--- config.mk ---
export PLATFORM = sky130hd
export DESIGN_NAME = lwca_queue
export DESIGN_NICKNAME = d
export VERILOG_FILES = /design/src/rtl/lwca_pkg.sv /design/src/rtl/lwca_queue.sv
export SDC_FILE = /design/constraint.sdc
export NUM_CORES = 1
export LEC_CHECK = 0
export BUFFER_PORTS_ARGS = -buffer_cell sky130_fd_sc_hd__buf_2
export CAP_MARGIN = 20
export CORE_MARGIN = 3
export CORE_UTILIZATION = 55
export CTS_CLUSTER_SIZE = 8
export DETAILED_ROUTE_END_ITERATION = 8
export GPL_TIMING_DRIVEN = 1
export PLACE_DENSITY = 0.81
export SLEW_MARGIN = 20
export SYNTH_ARGS = -nofsm -noshare
export SYNTH_HDL_FRONTEND = slang
export SYNTH_SLANG_ARGS = --single-unit
--- constraint.sdc ---
create_clock -name clock -period 6.1 [get_ports clock]
set_input_delay 1.22 -clock clock [delete_from_list [all_inputs] [get_ports clock]]
set_output_delay 1.22 -clock clock [all_outputs]
set_load 0.01 [all_outputs]
--- src/rtl/lwca_pkg.sv ---
// Shared types, constants and register codes for the weighted current average block.
package lwca_pkg;

   localparam int FRAC_BITS       = 16;
   localparam int MAX_NEURONS_DEF = 1024;
   localparam int SUM_W           = 64;
   localparam int QUEUE_DEPTH     = 2;
   localparam int CSR_INDEX_W     = 3;
   localparam int CSR_DATA_W      = 32;
   localparam int TOTAL_W         = 11;

   localparam logic [CSR_INDEX_W-1:0] CSR_CURRENT_MODE     = 3'd0;
   localparam logic [CSR_INDEX_W-1:0] CSR_LEAK_CONDUCTANCE = 3'd1;
   localparam logic [CSR_INDEX_W-1:0] CSR_REST_POTENTIAL   = 3'd2;
   localparam logic [CSR_INDEX_W-1:0] CSR_EXC_REVERSAL     = 3'd3;
   localparam logic [CSR_INDEX_W-1:0] CSR_INH_REVERSAL     = 3'd4;

   localparam logic [1:0] MODE_TOTAL = 2'd0;
   localparam logic [1:0] MODE_LEAK  = 2'd1;
   localparam logic [1:0] MODE_EXC   = 2'd2;
   localparam logic [1:0] MODE_INH   = 2'd3;

   localparam logic [30:0] LEAK_CONDUCTANCE_RST = 31'd3277;

   localparam logic signed [SUM_W-1:0] SUM_MAX = {1'b0, {(SUM_W-1){1'b1}}};
   localparam logic signed [SUM_W-1:0] SUM_MIN = {1'b1, {(SUM_W-1){1'b0}}};
   localparam logic signed [31:0]      LFP_MAX = 32'sh7FFF_FFFF;
   localparam logic signed [31:0]      LFP_MIN = 32'sh8000_0000;

   typedef struct packed {
      logic [1:0]         current_mode;
      logic [30:0]        leak_conductance;
      logic signed [31:0] rest_potential;
      logic signed [31:0] exc_reversal;
      logic signed [31:0] inh_reversal;
   } lwca_cfg_type;

   typedef enum logic [1:0] {
      DIV_IDLE,
      DIV_RUN,
      DIV_OUT
   } lwca_div_state_type;

endpackage

--- src/rtl/lwca_queue.sv ---
// Short queue of finished step totals between front and back parts.
module lwca_queue import lwca_pkg::*; #(
   parameter int WIDTH = SUM_W
) (
   input  logic             clock,
   input  logic             reset,
   input  logic             push_valid,
   output logic             push_ready,
   input  logic [WIDTH-1:0] push_data,
   output logic             pop_valid,
   input  logic             pop_ready,
   output logic [WIDTH-1:0] pop_data
);

   localparam int PTR_W = $clog2(QUEUE_DEPTH);
   localparam int FILL_W = $clog2(QUEUE_DEPTH + 1);

   logic [WIDTH-1:0]  mem_ff [QUEUE_DEPTH];
   logic [PTR_W-1:0]  wr_ptr_ff, wr_ptr_in;
   logic [PTR_W-1:0]  rd_ptr_ff, rd_ptr_in;
   logic [FILL_W-1:0] fill_ff, fill_in;
   logic              do_push, do_pop;

   assign push_ready = fill_ff != FILL_W'(QUEUE_DEPTH);
   assign pop_valid  = fill_ff != '0;
   assign pop_data   = mem_ff[rd_ptr_ff];
   assign do_push    = push_valid && push_ready;
   assign do_pop     = pop_valid && pop_ready;

   always_comb begin
      wr_ptr_in = wr_ptr_ff;
      rd_ptr_in = rd_ptr_ff;
      fill_in   = fill_ff;
      if (do_push) begin
         wr_ptr_in = (wr_ptr_ff == PTR_W'(QUEUE_DEPTH - 1)) ? '0 : wr_ptr_ff + PTR_W'(1);
      end
      if (do_pop) begin
         rd_ptr_in = (rd_ptr_ff == PTR_W'(QUEUE_DEPTH - 1)) ? '0 : rd_ptr_ff + PTR_W'(1);
      end
      if (do_push && !do_pop) begin
         fill_in = fill_ff + FILL_W'(1);
      end else if (do_pop && !do_push) begin
         fill_in = fill_ff - FILL_W'(1);
      end
   end

   always_ff @(posedge clock) begin
      if (reset) begin
         wr_ptr_ff <= '0;
         rd_ptr_ff <= '0;
         fill_ff   <= '0;
      end else begin
         wr_ptr_ff <= wr_ptr_in;
         rd_ptr_ff <= rd_ptr_in;
         fill_ff   <= fill_in;
      end
   end

   always_ff @(posedge clock) begin
      if (do_push) begin
         mem_ff[wr_ptr_ff] <= push_data;
      end
   end

endmodule

**Word-level counts from Yosys, hierarchy flattened**

Memories as Yosys holds them, arrays and structs flattened. A register that Yosys moved wholly into a read port is not among the register bits.
Cells that the tools add are included.

- Output and inout port bits: 66
- Word-level logic and storage cells: 25
- Bits in writable memories: 128
- Flip-flop bits (word level): 4
- Memories: 1

- Equal/unequal tests: 1
- Add/sub/neg operators: 4
- Reductions and logical operators: 8
- Mux-type cells: 8

Memory list:

| memory | depth | width | read ports | clocked after Yosys merged registers in | wr ports | line | source |
|---|---|---|---|---|---|---|---|
| mem_ff | 2 | 64 | 1 | 1 | 1 | lwca_queue.sv:18 | `logic [WIDTH-1:0] mem_ff [QUEUE_DEPTH];` |

Operator list:

| operator | number |
|---|---|
| $mux 1 | 6 |
| $logic_and 1x1->1 | 4 |
| $mux 2 | 2 |
| $reduce_bool 2->1 | 2 |
| $add 1x1->1 const B | 2 |
| $add 2x1->2 const B | 1 |
| $logic_not 1->1 | 2 |
| $ne 2x2->1 const B | 1 |
| $sub 2x1->2 const B | 1 |

**Longest topological paths before layout**

- Depth after elaboration: 6
- Mapped depth: 6
- Gate-level depth less buffers: 6

**Least setup slack after synthesis**

Ideal clock, no wire load.

- Path type: input to register
- Start: in push_valid
- End: mem mem_ff[1][0] (netlist bit), enable pin
- Arrival time: 2.775 ns
- Setup time: 0.429 ns
- Slack: 2.896 ns
- Data required time: 5.671 ns
- Cell stages on the path: 1
- Cell sequence: and3_1

- Longest elaborated chain between the ends: 3

RTL lines:

| element | line | source |
|---|---|---|
| start: declaration | lwca_queue.sv:7 | `input logic push_valid,` |
| $logic_and 1x1->1 | lwca_queue.sv:27 | `assign do_push = push_valid && push_ready;` |
| $mux 1 | lwca_queue.sv:60 | `if (do_push) begin` |
| $mux 1 (not written as such) | lwca_queue.sv:61 | `mem_ff[wr_ptr_ff] <= push_data;` |
| end: declaration | lwca_queue.sv:18 |  |

Every way passes these cells.

==> run metrics <==
Overflow after GRT 0; register bit total from synthesis 133; Via density approximately 5.2; Mapped Avg Cell Area roughly 22 sq um; largest net degree at the start of global routing 65; post-CTS setup buffer count 0; clock tree sinks 133; fin crit period about 3.3 ns; max_cap viols 0; CTS tree yes; critical path fanouts, max 64; setup tns final 0 ns; Antenna diodes 0; total power 2.82 mW; fin cells between 400 and 500; via count roughly 2.5k; drt initial violations 128; Placed Cells around 460; DRC Markers 0; Top FF cell, synth edfxtp_1; Hold Buf Count CTS 0; Unique masters post-synth 18; pwr dens between 400 and 500 mW/mm^2; Clock Skew a little over 0.005 ns; CTS Buffer Depth 2; Worst IR Drop VDD around 0.28 mV; Initial Util 0.577; post-synthesis sequential area ratio 0.815; die area between 0.009 and 0.01 sq mm; Warnings, synthesis 0; worst path arrival time 2.08 ns; crit path launch type flip-flop; routed len/inst around 17 um; HP Class flip-flop to flip-flop; Syn Std Cell Area roughly 0.0048 sq mm; EDFF count, synth about 130; run status completed; count of pins over their slew limit 0; commonest non-fill, non-tap cell in the layout buf_2; RSZ-0062 raised after global routing no; Max H-tree Level 4; Final nets 440; WS Path Type flip-flop to primary output; max_slew headroom 0.423; Net Count, Synth ~290; initial antenna violation count 1; clk root buf clkbuf_8; TritonCTS Buffers 17; Tot GR Track Use 0.186; fmax 303 MHz; layout cells sized above 1 0.609; routed wire length 8520 um; Core Area ~0.0084 sq mm; Final Hold Fails 0; Worst Setup End Kind primary output; Chip Height 99.8 um; Post-DRT Antenna Nets 0; endpoints failing setup 0; row count 33; die width ~100 um; most frequent cells in the layout buf_2 (133), edfxtp_1 (128), mux2_2 (64), clkbuf_16 (16), bufinv_16 (5); worst-margin pin slew approximately 0.87 ns; worst path required time roughly 5 ns; P&R area growth vs syn 28.9%; Gate Count Post-Synth approximately 220; async set-reset flop share out of synthesis 0; vias in the first global route around 2.8k; Post-CTS Resized 0; Post-DP HPWL approximately 5200 um; Detailed Routing Iterations Pass 1 4; Fill cells between 500 and 600; total I/O pin count between 100 and 150; Placer Congestion about 0.70; global-route wire length before repair 13800 um; Worst-path clk slew 0.06 ns; Clock Latency Late Sink ~0.5 ns; final worst path period share 0.540; LEAKAGE roughly 2.4 nW; # port buffers between 100 and 150
==> registers in the layout, summed over array words and instances, names as in the netlist, named ones only <==
name       flops
mem_ff       128
fill_ff        2
rd_ptr_ff      1
wr_ptr_ff      1
==> per-layer routing <==
layer  share of wire  GRT usage  vias to the layer above
li1                -          -                     1181
met1            0.37      0.205                     1230
met2            0.51      0.309                      106
met3            0.10     0.0952                       13
met4           0.015     0.0672                        2
met5          0.0015          0                        -
==> synth_stat cells (all sizes together) (2+ instances only) <==
library cell / count / area, sq um
a21oi: 2 / 10.0
buf: 7 / 50.0
edfxtp: 128 / 3840
mux2: 64 / 721
dfxtp: 5 / 100
xor2: 3 / 26.3
nor2: 3 / 11.3
o21ai: 2 / 10.0
==> layout make-up <==
class	count	area, sq um	share of cell area
inverters	1	3.75	0.000602
flip-flops and latches	133	3950	0.632
well taps	105	131	0.0211
repair buffers	136	688	0.110
multi-input cells	82	841	0.135
clock inverters	13	206	0.0331
clock buffers	19	422	0.0676
==> critical path, cell delays in order (launching register included) <==
cell	delay [ns]
dfxtp_2	0.31
buf_4	0.64
mux2_2	0.44
buf_2	0.14
==> where the power goes <==
part | switching [mW] | internal [mW]
clock | 0.354 | 0.704
combinational | 0.312 | 0.272
sequential | 0.0303 | 1.14
total | 0.697 | 2.12
==> per-stage QoR <==
step / hold WS [ns] / instance area (sq um) / util / setup slack, ns
global placement: 0.488 / 5610 / 0.669 / 3.33
floorplan: 0.471 / 4840 / - / 2.90
finish: 0.519 / 6240 / 0.744 / 2.80
global route: 0.546 / 6240 / 0.744 / 2.71
CTS: 0.524 / 6240 / 0.744 / 2.78
detailed placement: 0.494 / 5610 / 0.669 / 3.34
==> cells by family after synthesis <==
| kind of cell | after synthesis | synth area share |
|---|---|---|
| simple gates | 9 | 0.0104 |
| mux | 64 | 0.149 |
| buf+inv | 8 | 0.0111 |
| fa+ha+maj | 1 | 0.00259 |
| xor+xnor | 3 | 0.00543 |
| flops | 133 | 0.815 |
| compound gates | 5 | 0.00621 |
==> path summary, 6_finish.rpt <==
kind                                start                endpoint  slack [ns]  depth (start not counted)
setup / recovery                flip-flop            pop_data[33]        2.80                          3
hold reg to reg    rd_ptr_ff$_SDFFE_PP0P_               flip-flop        0.52                          2
hold / removal     rd_ptr_ff$_SDFFE_PP0P_               flip-flop        0.52                          2
setup reg to reg  fill_ff[0]$_SDFFE_PP0P_  mem_ff[1][2]$_DFFE_PP_        4.17                          3
Note: power is estimated with default switching activity, not from simulation.
