$ cat src/rtl/lwca_pkg.sv
// Shared types, constants and register codes for the weighted current average block.
package lwca_pkg;

   localparam int FRAC_BITS       = 16;
   localparam int MAX_NEURONS_DEF = 1024;
   localparam int SUM_W           = 64;
   localparam int QUEUE_DEPTH     = 2;
   localparam int CSR_INDEX_W     = 3;
   localparam int CSR_DATA_W      = 32;
   localparam int TOTAL_W         = 11;

   localparam logic [CSR_INDEX_W-1:0] CSR_CURRENT_MODE     = 3'd0;
   localparam logic [CSR_INDEX_W-1:0] CSR_LEAK_CONDUCTANCE = 3'd1;
   localparam logic [CSR_INDEX_W-1:0] CSR_REST_POTENTIAL   = 3'd2;
   localparam logic [CSR_INDEX_W-1:0] CSR_EXC_REVERSAL     = 3'd3;
   localparam logic [CSR_INDEX_W-1:0] CSR_INH_REVERSAL     = 3'd4;

   localparam logic [1:0] MODE_TOTAL = 2'd0;
   localparam logic [1:0] MODE_LEAK  = 2'd1;
   localparam logic [1:0] MODE_EXC   = 2'd2;
   localparam logic [1:0] MODE_INH   = 2'd3;

   localparam logic [30:0] LEAK_CONDUCTANCE_RST = 31'd3277;

   localparam logic signed [SUM_W-1:0] SUM_MAX = {1'b0, {(SUM_W-1){1'b1}}};
   localparam logic signed [SUM_W-1:0] SUM_MIN = {1'b1, {(SUM_W-1){1'b0}}};
   localparam logic signed [31:0]      LFP_MAX = 32'sh7FFF_FFFF;
   localparam logic signed [31:0]      LFP_MIN = 32'sh8000_0000;

   typedef struct packed {
      logic [1:0]         current_mode;
      logic [30:0]        leak_conductance;
      logic signed [31:0] rest_potential;
      logic signed [31:0] exc_reversal;
      logic signed [31:0] inh_reversal;
   } lwca_cfg_type;

   typedef enum logic [1:0] {
      DIV_IDLE,
      DIV_RUN,
      DIV_OUT
   } lwca_div_state_type;

endpackage

$ cat src/rtl/lwca_rsp_if.sv
// Response channel: averaged weighted current of one time step.
interface lwca_rsp_if import lwca_pkg::*; ();
   logic               valid;
   logic               ready;
   logic signed [31:0] lfp_value;
   logic [TOTAL_W-1:0] neuron_total;

   modport source (output valid, lfp_value, neuron_total, input ready);
   modport sink   (input valid, lfp_value, neuron_total, output ready);
endinterface

$ cat src/rtl/lwca_back.sv
// Back part: bit-serial division of the step total by the neuron count.
module lwca_back import lwca_pkg::*; #(
   parameter int MAX_NEURONS = MAX_NEURONS_DEF,
   parameter int CNT_W       = $clog2(MAX_NEURONS + 1)
) (
   input  logic                    clock,
   input  logic                    reset,
   input  logic                    pop_valid,
   output logic                    pop_ready,
   input  logic signed [SUM_W-1:0] pop_sum,
   input  logic [CNT_W-1:0]        pop_count,
   lwca_rsp_if.source              rsp
);

   localparam int STEP_W = $clog2(SUM_W);

   lwca_div_state_type state_ff, state_in;
   logic [SUM_W-1:0]   mag_ff, mag_in;
   logic [CNT_W-1:0]   rem_ff, rem_in;
   logic [CNT_W-1:0]   div_ff, div_in;
   logic [STEP_W-1:0]  step_ff, step_in;
   logic               neg_ff, neg_in;
   logic signed [31:0] lfp_ff, lfp_in;

   logic [CNT_W:0]     trial;
   logic               qbit;
   logic [SUM_W-1:0]   quot;

   assign rsp.valid        = state_ff == DIV_OUT;
   assign rsp.lfp_value    = lfp_ff;
   assign rsp.neuron_total = TOTAL_W'(div_ff);

   always_comb begin
      state_in  = state_ff;
      mag_in    = mag_ff;
      rem_in    = rem_ff;
      div_in    = div_ff;
      step_in   = step_ff;
      neg_in    = neg_ff;
      lfp_in    = lfp_ff;
      pop_ready = 1'b0;
      trial     = {rem_ff, mag_ff[SUM_W-1]} - {1'b0, div_ff};
      qbit      = !trial[CNT_W];
      quot      = {mag_ff[SUM_W-2:0], qbit};
      case (state_ff)
         DIV_IDLE: begin
            pop_ready = 1'b1;
            if (pop_valid) begin
               neg_in   = pop_sum[SUM_W-1];
               mag_in   = pop_sum[SUM_W-1] ? SUM_W'(-pop_sum) : SUM_W'(pop_sum);
               div_in   = pop_count;
               rem_in   = '0;
               step_in  = '0;
               state_in = DIV_RUN;
            end
         end
         DIV_RUN: begin
            mag_in  = quot;
            rem_in  = qbit ? trial[CNT_W-1:0] : {rem_ff[CNT_W-2:0], mag_ff[SUM_W-1]};
            step_in = step_ff + STEP_W'(1);
            if (step_ff == STEP_W'(SUM_W - 1)) begin
               state_in = DIV_OUT;
               if (div_ff == '0) begin
                  lfp_in = '0;
               end else if (neg_ff) begin
                  lfp_in = (quot > SUM_W'(64'h8000_0000)) ? LFP_MIN : 32'(-quot[31:0]);
               end else begin
                  lfp_in = (quot > SUM_W'(64'h7FFF_FFFF)) ? LFP_MAX : quot[31:0];
               end
            end
         end
         DIV_OUT: begin
            if (rsp.ready) begin
               state_in = DIV_IDLE;
            end
         end
         default: begin
            state_in = DIV_IDLE;
         end
      endcase
   end

   always_ff @(posedge clock) begin
      if (reset) begin
         state_ff <= DIV_IDLE;
      end else begin
         state_ff <= state_in;
      end
   end

   always_ff @(posedge clock) begin
      mag_ff  <= mag_in;
      rem_ff  <= rem_in;
      div_ff  <= div_in;
      step_ff <= step_in;
      neg_ff  <= neg_in;
      lfp_ff  <= lfp_in;
   end

endmodule

$ cat src/flat_wrapper.sv
// flat-port wrapper written by rule: the top's interface ports become plain ports
module lwca_back_flat import lwca_pkg::*;
#(
   parameter int MAX_NEURONS = MAX_NEURONS_DEF,
   parameter int CNT_W       = $clog2(MAX_NEURONS + 1)
)
  (clock, reset, pop_valid, pop_ready, pop_sum, pop_count, rsp_valid, rsp_lfp_value, rsp_neuron_total, rsp_ready);
  lwca_rsp_if rsp_i ();
  input  logic clock;
  input  logic reset;
  input  logic pop_valid;
  output logic pop_ready;
  input  logic signed [SUM_W-1:0] pop_sum;
  input  logic [CNT_W-1:0] pop_count;
  output wire logic [$bits(rsp_i.valid)-1:0] rsp_valid;
  output wire logic [$bits(rsp_i.lfp_value)-1:0] rsp_lfp_value;
  output wire logic [$bits(rsp_i.neuron_total)-1:0] rsp_neuron_total;
  input wire logic [$bits(rsp_i.ready)-1:0] rsp_ready;
  assign rsp_valid = rsp_i.valid;
  assign rsp_lfp_value = rsp_i.lfp_value;
  assign rsp_neuron_total = rsp_i.neuron_total;
  assign rsp_i.ready = rsp_ready;
  lwca_back #(.MAX_NEURONS(MAX_NEURONS), .CNT_W(CNT_W)) u_core (.clock(clock), .reset(reset), .pop_valid(pop_valid), .pop_ready(pop_ready), .pop_sum(pop_sum), .pop_count(pop_count), .rsp(rsp_i));
endmodule
$ cat config.mk
export PLATFORM = sky130hd
export DESIGN_NAME = lwca_back_flat
export DESIGN_NICKNAME = d
export VERILOG_FILES = /design/src/rtl/lwca_pkg.sv /design/src/rtl/lwca_rsp_if.sv /design/src/rtl/lwca_back.sv /design/src/flat_wrapper.sv
export SDC_FILE = /design/constraint.sdc
export NUM_CORES = 1
export LEC_CHECK = 0
export ABC_AREA = 1
export BUFFER_PORTS_ARGS = -buffer_cell sky130_fd_sc_hd__buf_4
export CELL_PAD_IN_SITES_DETAIL_PLACEMENT = 0
export CELL_PAD_IN_SITES_GLOBAL_PLACEMENT = 2
export CORE_MARGIN = 5
export CORE_UTILIZATION = 37
export CTS_CLUSTER_SIZE = 10
export DETAILED_ROUTE_END_ITERATION = 8
export GPL_TIMING_DRIVEN = 1
export HOLD_SLACK_MARGIN = 0.03
export MAX_ROUTING_LAYER = met4
export PLACE_DENSITY_LB_ADDON = 0.1
export SETUP_SLACK_MARGIN = 0.05
export SLEW_MARGIN = 20
export SYNTH_ARGS = -nofsm -noshare
export SYNTH_HDL_FRONTEND = slang
export SYNTH_SLANG_ARGS = --single-unit
$ cat constraint.sdc
create_clock -name clock -period 7.85 [get_ports clock]
set_clock_uncertainty 0.15 [all_clocks]
set_input_delay 0.785 -clock clock [delete_from_list [all_inputs] [get_ports clock]]
set_output_delay 0.785 -clock clock [all_outputs]
set_load 0.03 [all_outputs]
Word level (Yosys, flattened, before mapping)
Cells that the tools add are included.

word-level totals
  flip-flop bits (word level) = 127
  bits of input ports = 79
  output and inout bits = 45
  logic and storage cells = 43

operators by class
  add/subtract/negate cells = 4
  magnitude comparators = 2
  eq/ne operators = 6
  multiplexer cells = 16
  reduce and logical (&&, ||, !) cells = 8

operator list
  kind                                                                     number
  64-bit two-way mux                                                       2
  64-bit one-hot mux with 2 select lines                                   1
  32-bit two-way mux                                                       3
  64-bit by 31-bit > comparator with 1-bit output, second input constant   1
  64-bit by 32-bit > comparator with 1-bit output, second input constant   1
  64-bit negation                                                          1
  32-bit negation                                                          1
  11-bit two-way mux                                                       2
  11-bit one-hot mux with 2 select lines                                   1
  6-bit one-hot mux with 2 select lines                                    1
  12-bit by 11-bit subtractor with 12-bit output                           1
  11-bit logical NOT                                                       1
  6-bit by 1-bit adder with 6-bit output, second input constant            1
  6-bit equality test, second input constant                               1
  2-bit two-way mux                                                        3
  6-bit two-way mux                                                        1
  2-bit one-hot mux with 3 select lines                                    1
  2-bit AND reduction                                                      3
  2-bit by 1-bit inequality test with 1-bit output, second input constant  2
  3-bit AND reduction                                                      1
  2-bit by 1-bit equality test with 1-bit output, second input constant    1
  2-bit equality test, second input constant                               1
  2-bit logical NOT                                                        1
  2-bit inequality test, second input constant                             1
  other kinds (3)                                                          3

Logic depth before layout (Yosys ltp)
  depth after elaboration = 5
  mapped depth = 21

Least setup slack after synthesis
No wires, ideal clock.

  kind = register to register
  from = register u_core.state_ff[0]
  to = register u_core.mag_ff[0] (enable)
  setup time = 0.442 ns
  arrival = 2.802 ns
  slack = 4.456 ns
  cell stages (with the launch flop) = 6
  buffers on the path = 1
  clock period less this slack = 3.394 ns
  cells stage by stage = dfxtp_1 -> inv_1 -> nor2_1 -> clkinv_1 -> clkbuf_1 -> nand2_1

between the ends
  longest elaborated chain between the ends = 3
  elaborated cells on any way between the ends = 5

ends and longest elaborated chain
  item                                                                                        line             source
  start: declaration                                                                          lwca_back.sv:17  lwca_div_state_type state_ff, state_in;
  start signal: assignment                                                                    lwca_back.sv:87  state_ff <= state_in;
  2-bit by 1-bit equality test with 1-bit output / 2-bit logical NOT (equally long branches)  lwca_back.sv:45  case (state_ff)
  2-bit nonzero test (no source line) / 2-bit inequality test (equally long branches)         -
  2-bit AND reduction (no source line) *                                                      -
  end signal: assignment                                                                      lwca_back.sv:92  mag_ff <= mag_in;
  end: declaration                                                                            lwca_back.sv:18  logic [SUM_W-1:0] mag_ff, mag_in;

Mark *: on every way between the ends. The rest lies on a longest branch, timed or not.
A chain may end at the register's enable or synchronous reset.

Worst setup path after layout
  from = register u_core.div_ff[6], in the netlist u_core.rsp.neuron_total[6]
  to = register u_core.lfp_ff[30], in the netlist u_core.rsp.lfp_value[30] (data pin)

between the ends
  longest elaborated chain between the ends = 5
  elaborated cells on any way between the ends = 9

ends and longest elaborated chain
  item                                                                     line                              source
  start: declaration                                                       lwca_back.sv:20                   logic [CNT_W-1:0] div_ff, div_in;
  start signal: assignment                                                 lwca_back.sv:94                   div_ff <= div_in;
  12-bit by 11-bit subtractor with 12-bit output                           lwca_back.sv:42                   trial = {rem_ff, mag_ff[SUM_W-1]} - {1'b0, div_ff};
  1-bit logical NOT                                                        lwca_back.sv:43                   qbit = !trial[CNT_W];
  64-bit by 31-bit > comparator with 1-bit output (tied with other cells)  lwca_back.sv:68                   lfp_in = (quot > SUM_W'(64'h7FFF_FFFF)) ? LFP_MAX : quot[31:0];
  32-bit two-way mux (on tied branches)                                    lwca_back.sv:68, lwca_back.sv:66
  32-bit two-way mux                                                       lwca_back.sv:65                   end else if (neg_ff) begin
  end signal: assignment                                                   lwca_back.sv:97                   lfp_ff <= lfp_in;
  end: declaration                                                         lwca_back.sv:23                   logic signed [31:0] lfp_ff, lfp_in;

Parallel ways exist; a longest one is shown, timed or not.

==> flow_summary.toml <==
[run_status]
outcome = "finished, final reports clean"

[yosys]
synthXorXnorAreaFrac = 0.0511
synth.avg_cell_area_sq_um = 7.68
yosys.area_share.simple = 0.323
synthAdderAreaFrac = 0.0215
synthMuxAreaShare = 0
synth-edff-count = 125
synth_top_area_share = 0.413
syn_nets = 1277
synth_top_family_by_area = "simple AND/OR/NAND/NOR gates"
ys_seq_elements = 127
ys_async_sr_fraction = 0
synth_ff_type = "edfxtp_1"
yosysWarnings = 0
synth-compound-area-share = 0.115
syn_inst = 1183
synthesis.area_sq_mm = 0.00909
synth_top_area_cell = "edfxtp_1"
ys_seq_area_frac = 0.417
yosysUniqueCellTypes = 52
synth.area.top_cells = "edfxtp_1 (41%), nand2_1 (10%), nor2_1 (6.4%), o21ai_0 (5.4%), nand3_1 (5.0%)"

[die]
num_io_pins = 124
die_h_um = 167
fp.dieW_um = 167
start_util = 0.375
num_rows = 57
dieArea_sq_mm = 0.0278
core_area_sq_mm = 0.0242

[worst_setup_path]
cp.arrival_ns = 3.77
cp_top_family = "simple AND/OR/NAND/NOR gates"
slowest_delay_ns = 0.44
path_max_fanout = 11
regToRegSetupSlack_ns = 4.19
worstSetupPathType = "reg -> reg"
end_kind = "flop"
path_common_cell = "nand2_1"
crit_buf_inv = 2
reg2reg_from = "u_core.rsp.neuron_total[6]$_DFFE_PP_"
required_ns = 7.97
crit_start = "u_core.rsp.neuron_total[6]$_DFFE_PP_"
startpoint_type = "flop"
worstRegToRegCells = 17
cp_slowest_cell = "edfxtp_1"
crit_chain = "inv_1 > ha_1 > a21oi_1 > nand2_1 > nand2_1 > nand4_1 > nand2_2 > ha_1 > inv_1 > nor2_1 > nand2_1 > nor2_4 > nand4_1 > nor3_2 > xor2_1 > nand2_1 > a21oi_1"
r2r-end = "u_core.rsp.lfp_value[30]$_SDFFCE_PN0P_"

[timing]
finalSetupViolCount = 0
fmax_mhz = 273
fin_crit_ns = 3.66
relSlewSlack = 0.317
worstMarginPinSlew_ns = 1.02
min_period_over_period = 0.466
fin_tns_setup_ns = 0
hold_violations = 0
slew_violations = 0
whs_ns = 0.377
grt_setup_unrepaired = "no"

[cells_and_area]
fin_area_sq_mm = 0.0109
diodes = 0
synthToLayoutAreaGrowth_pct = 20.0
drive_above_1_share = 0.186
fin_cells = 1626
nets = 1384

[placement]
placedCellCount = 1595
place_area_sq_mm = 0.0103
hpwl_um = 21400
portBuffers = 123
globalplace.congestion = 0.842

[power]
power.density_mw_per_mm2 = 195
p_leak_nw = 4.32
worst_ir_drop_vdd_mv = 0.166
fin_total_pwr_w = 0.00213

[clock_network]
clock_latency_ns = 0.42
hold_buffers = 0
root_buffer = "clkbuf_16"
cts_resized = 0
clkSlewWorstSetupHoldPaths_ns = 0.06
htreeDepth = 4
post-cts-setup-buffers = 0
cts_sinks = 127
cts_buffers = 17
cts_buffer_depth = 2
tritoncts = "done"

[global_route]
antenna_found_initial = 0
grtUsageTotal = 0.208
grt_pass1_wl_um = 44800
overflow = 0
grt_max_degree = 82
first_global_vias = 8003

[detailed_routing]
vias_per_cell = 5.06
drt_pass1_iterations = 5
vias = 8226
route.detailed.drc = 0
avgRoutedWirePerCell_um = 17.5
ant_nets = 0
drt_iter0_drc = 542
routed_wirelength_um = 28500

[worst_hold_path]
hp-class = "in -> reg"
min_to = "u_core.state_ff[0]$_SDFFE_PP0P_"
min_path_cells = 2
hp-start = "reset"

[job]
maxCapViolations = 0
[flip-flops by register name (all words and copies together), names as in the netlist]
signal and flops:
u_core.rsp.neuron_total 11, u_core.neg_ff 1, u_core.step_ff 6, u_core.rsp.lfp_value 32, u_core.state_ff 2, u_core.mag_ff 64, u_core.rem_ff 11
[synth_stat cells, types with 3 or more instances]
cell type,instances
xor2_1,41
a21oi_1,49
nor2_4,6
o211ai_1,4
nor2_1,154
o21ai_0,98
nand2_1,254
buf_2,3
edfxtp_1,125
nor3_2,6
inv_2,17
or2_2,4
nand2_2,11
nand4_1,42
nor2_2,11
inv_1,110
xnor2_1,12
clkbuf_1,30
a31oi_1,14
ha_1,14
or2_0,3
a21oi_2,3
nand3_2,17
nor3_1,17
buf_6,3
nand3_1,91
nor4_1,4
o21ai_1,9
[layout by cell type, fill, tap and decap left out, drive strengths merged, types with 18 or more instances in the layout]
cell type,synthesis,layout
nand4,42,42
nor2,171,171
a21oi,53,53
clkbuf,30,18
nand2,265,265
edfxtp,125,125
xor2,41,41
buf,9,127
inv,127,129
o21ai,109,109
nor3,23,23
nand3,108,108
[cell families (layout without fill, tap and decap cells)]
logic type                 after synthesis  in the layout
DFF                                    127            127
adders and majority gates               15             15
xor gates and xnor gates                53             53
and+or+nand+nor                        631            631
AOI/OAI and AO/OA                      190            190
buffers and inverters                  167            286
[per-layer routing]
layer / vias to the layer above / part of all wire / GRT usage
met5: - / 0 / -
li1: 4229 / - / -
met3: 19 / 0.038 / 0.0280
met4: 0 / 0.011 / 0.0416
met2: 193 / 0.46 / 0.323
met1: 3785 / 0.49 / 0.295
[how the worst max path moves through the flow]
| stage | end | slack, ns | depth (start not counted) |
|---|---|---|---|
| 4_1_cts | u_core.rsp.lfp_value[30]$_SDFFCE_PN0P_ | 4.12 | 17 |
| 3_5_place_dp | u_core.rsp.lfp_value[30]$_SDFFCE_PN0P_ | 4.17 | 17 |
| 2_1_floorplan | u_core.mag_ff[0]$_DFFE_PP_ | 4.46 | 5 |
| 5_1_grt | u_core.rsp.lfp_value[30]$_SDFFCE_PN0P_ | 3.86 | 20 |
| 3_3_place_gp | u_core.rsp.lfp_value[30]$_SDFFCE_PN0P_ | 4.13 | 17 |
| 6_report | u_core.rsp.lfp_value[30]$_SDFFCE_PN0P_ | 4.19 | 17 |
[power by group]
group | switching (W) | internal [W]
clock network | 0.000306 | 0.000498
logic | 0.000283 | 0.000145
registers | 0.0000629 | 0.000836
[cell type report]
class                           instances  area [sq um]
Tap cell                              324           405
Clock inverter                         13           165
Multi-Input combinational cell        889          4680
Fill cell                            2564         13300
Timing Repair Buffer                  127           953
Inverter                              128           480
Clock buffer                           18           429
Sequential cell                       127          3790
[worst register-to-register path, stage by stage, from the launching register on]
cell	delay, ns
edfxtp_1	0.44
inv_1	0.08
ha_1	0.37
a21oi_1	0.18
nand2_1	0.10
nand2_1	0.12
nand4_1	0.12
nand2_2	0.24
ha_1	0.24
inv_1	0.05
nor2_1	0.12
nand2_1	0.12
nor2_4	0.24
nand4_1	0.31
nor3_2	0.25
xor2_1	0.17
nand2_1	0.06
a21oi_1	0.15
[metrics by stage]
| step | setup WS, ns | util |
|---|---|---|
| after floorplan | 4.46 | - |
| after global placement | 4.13 | 0.425 |
| after detailed placement | 4.17 | 0.425 |
| after CTS | 4.12 | 0.449 |
| after global routing | 3.86 | 0.450 |
| final | 4.19 | 0.450 |
(Power assumes the default switching activity.)
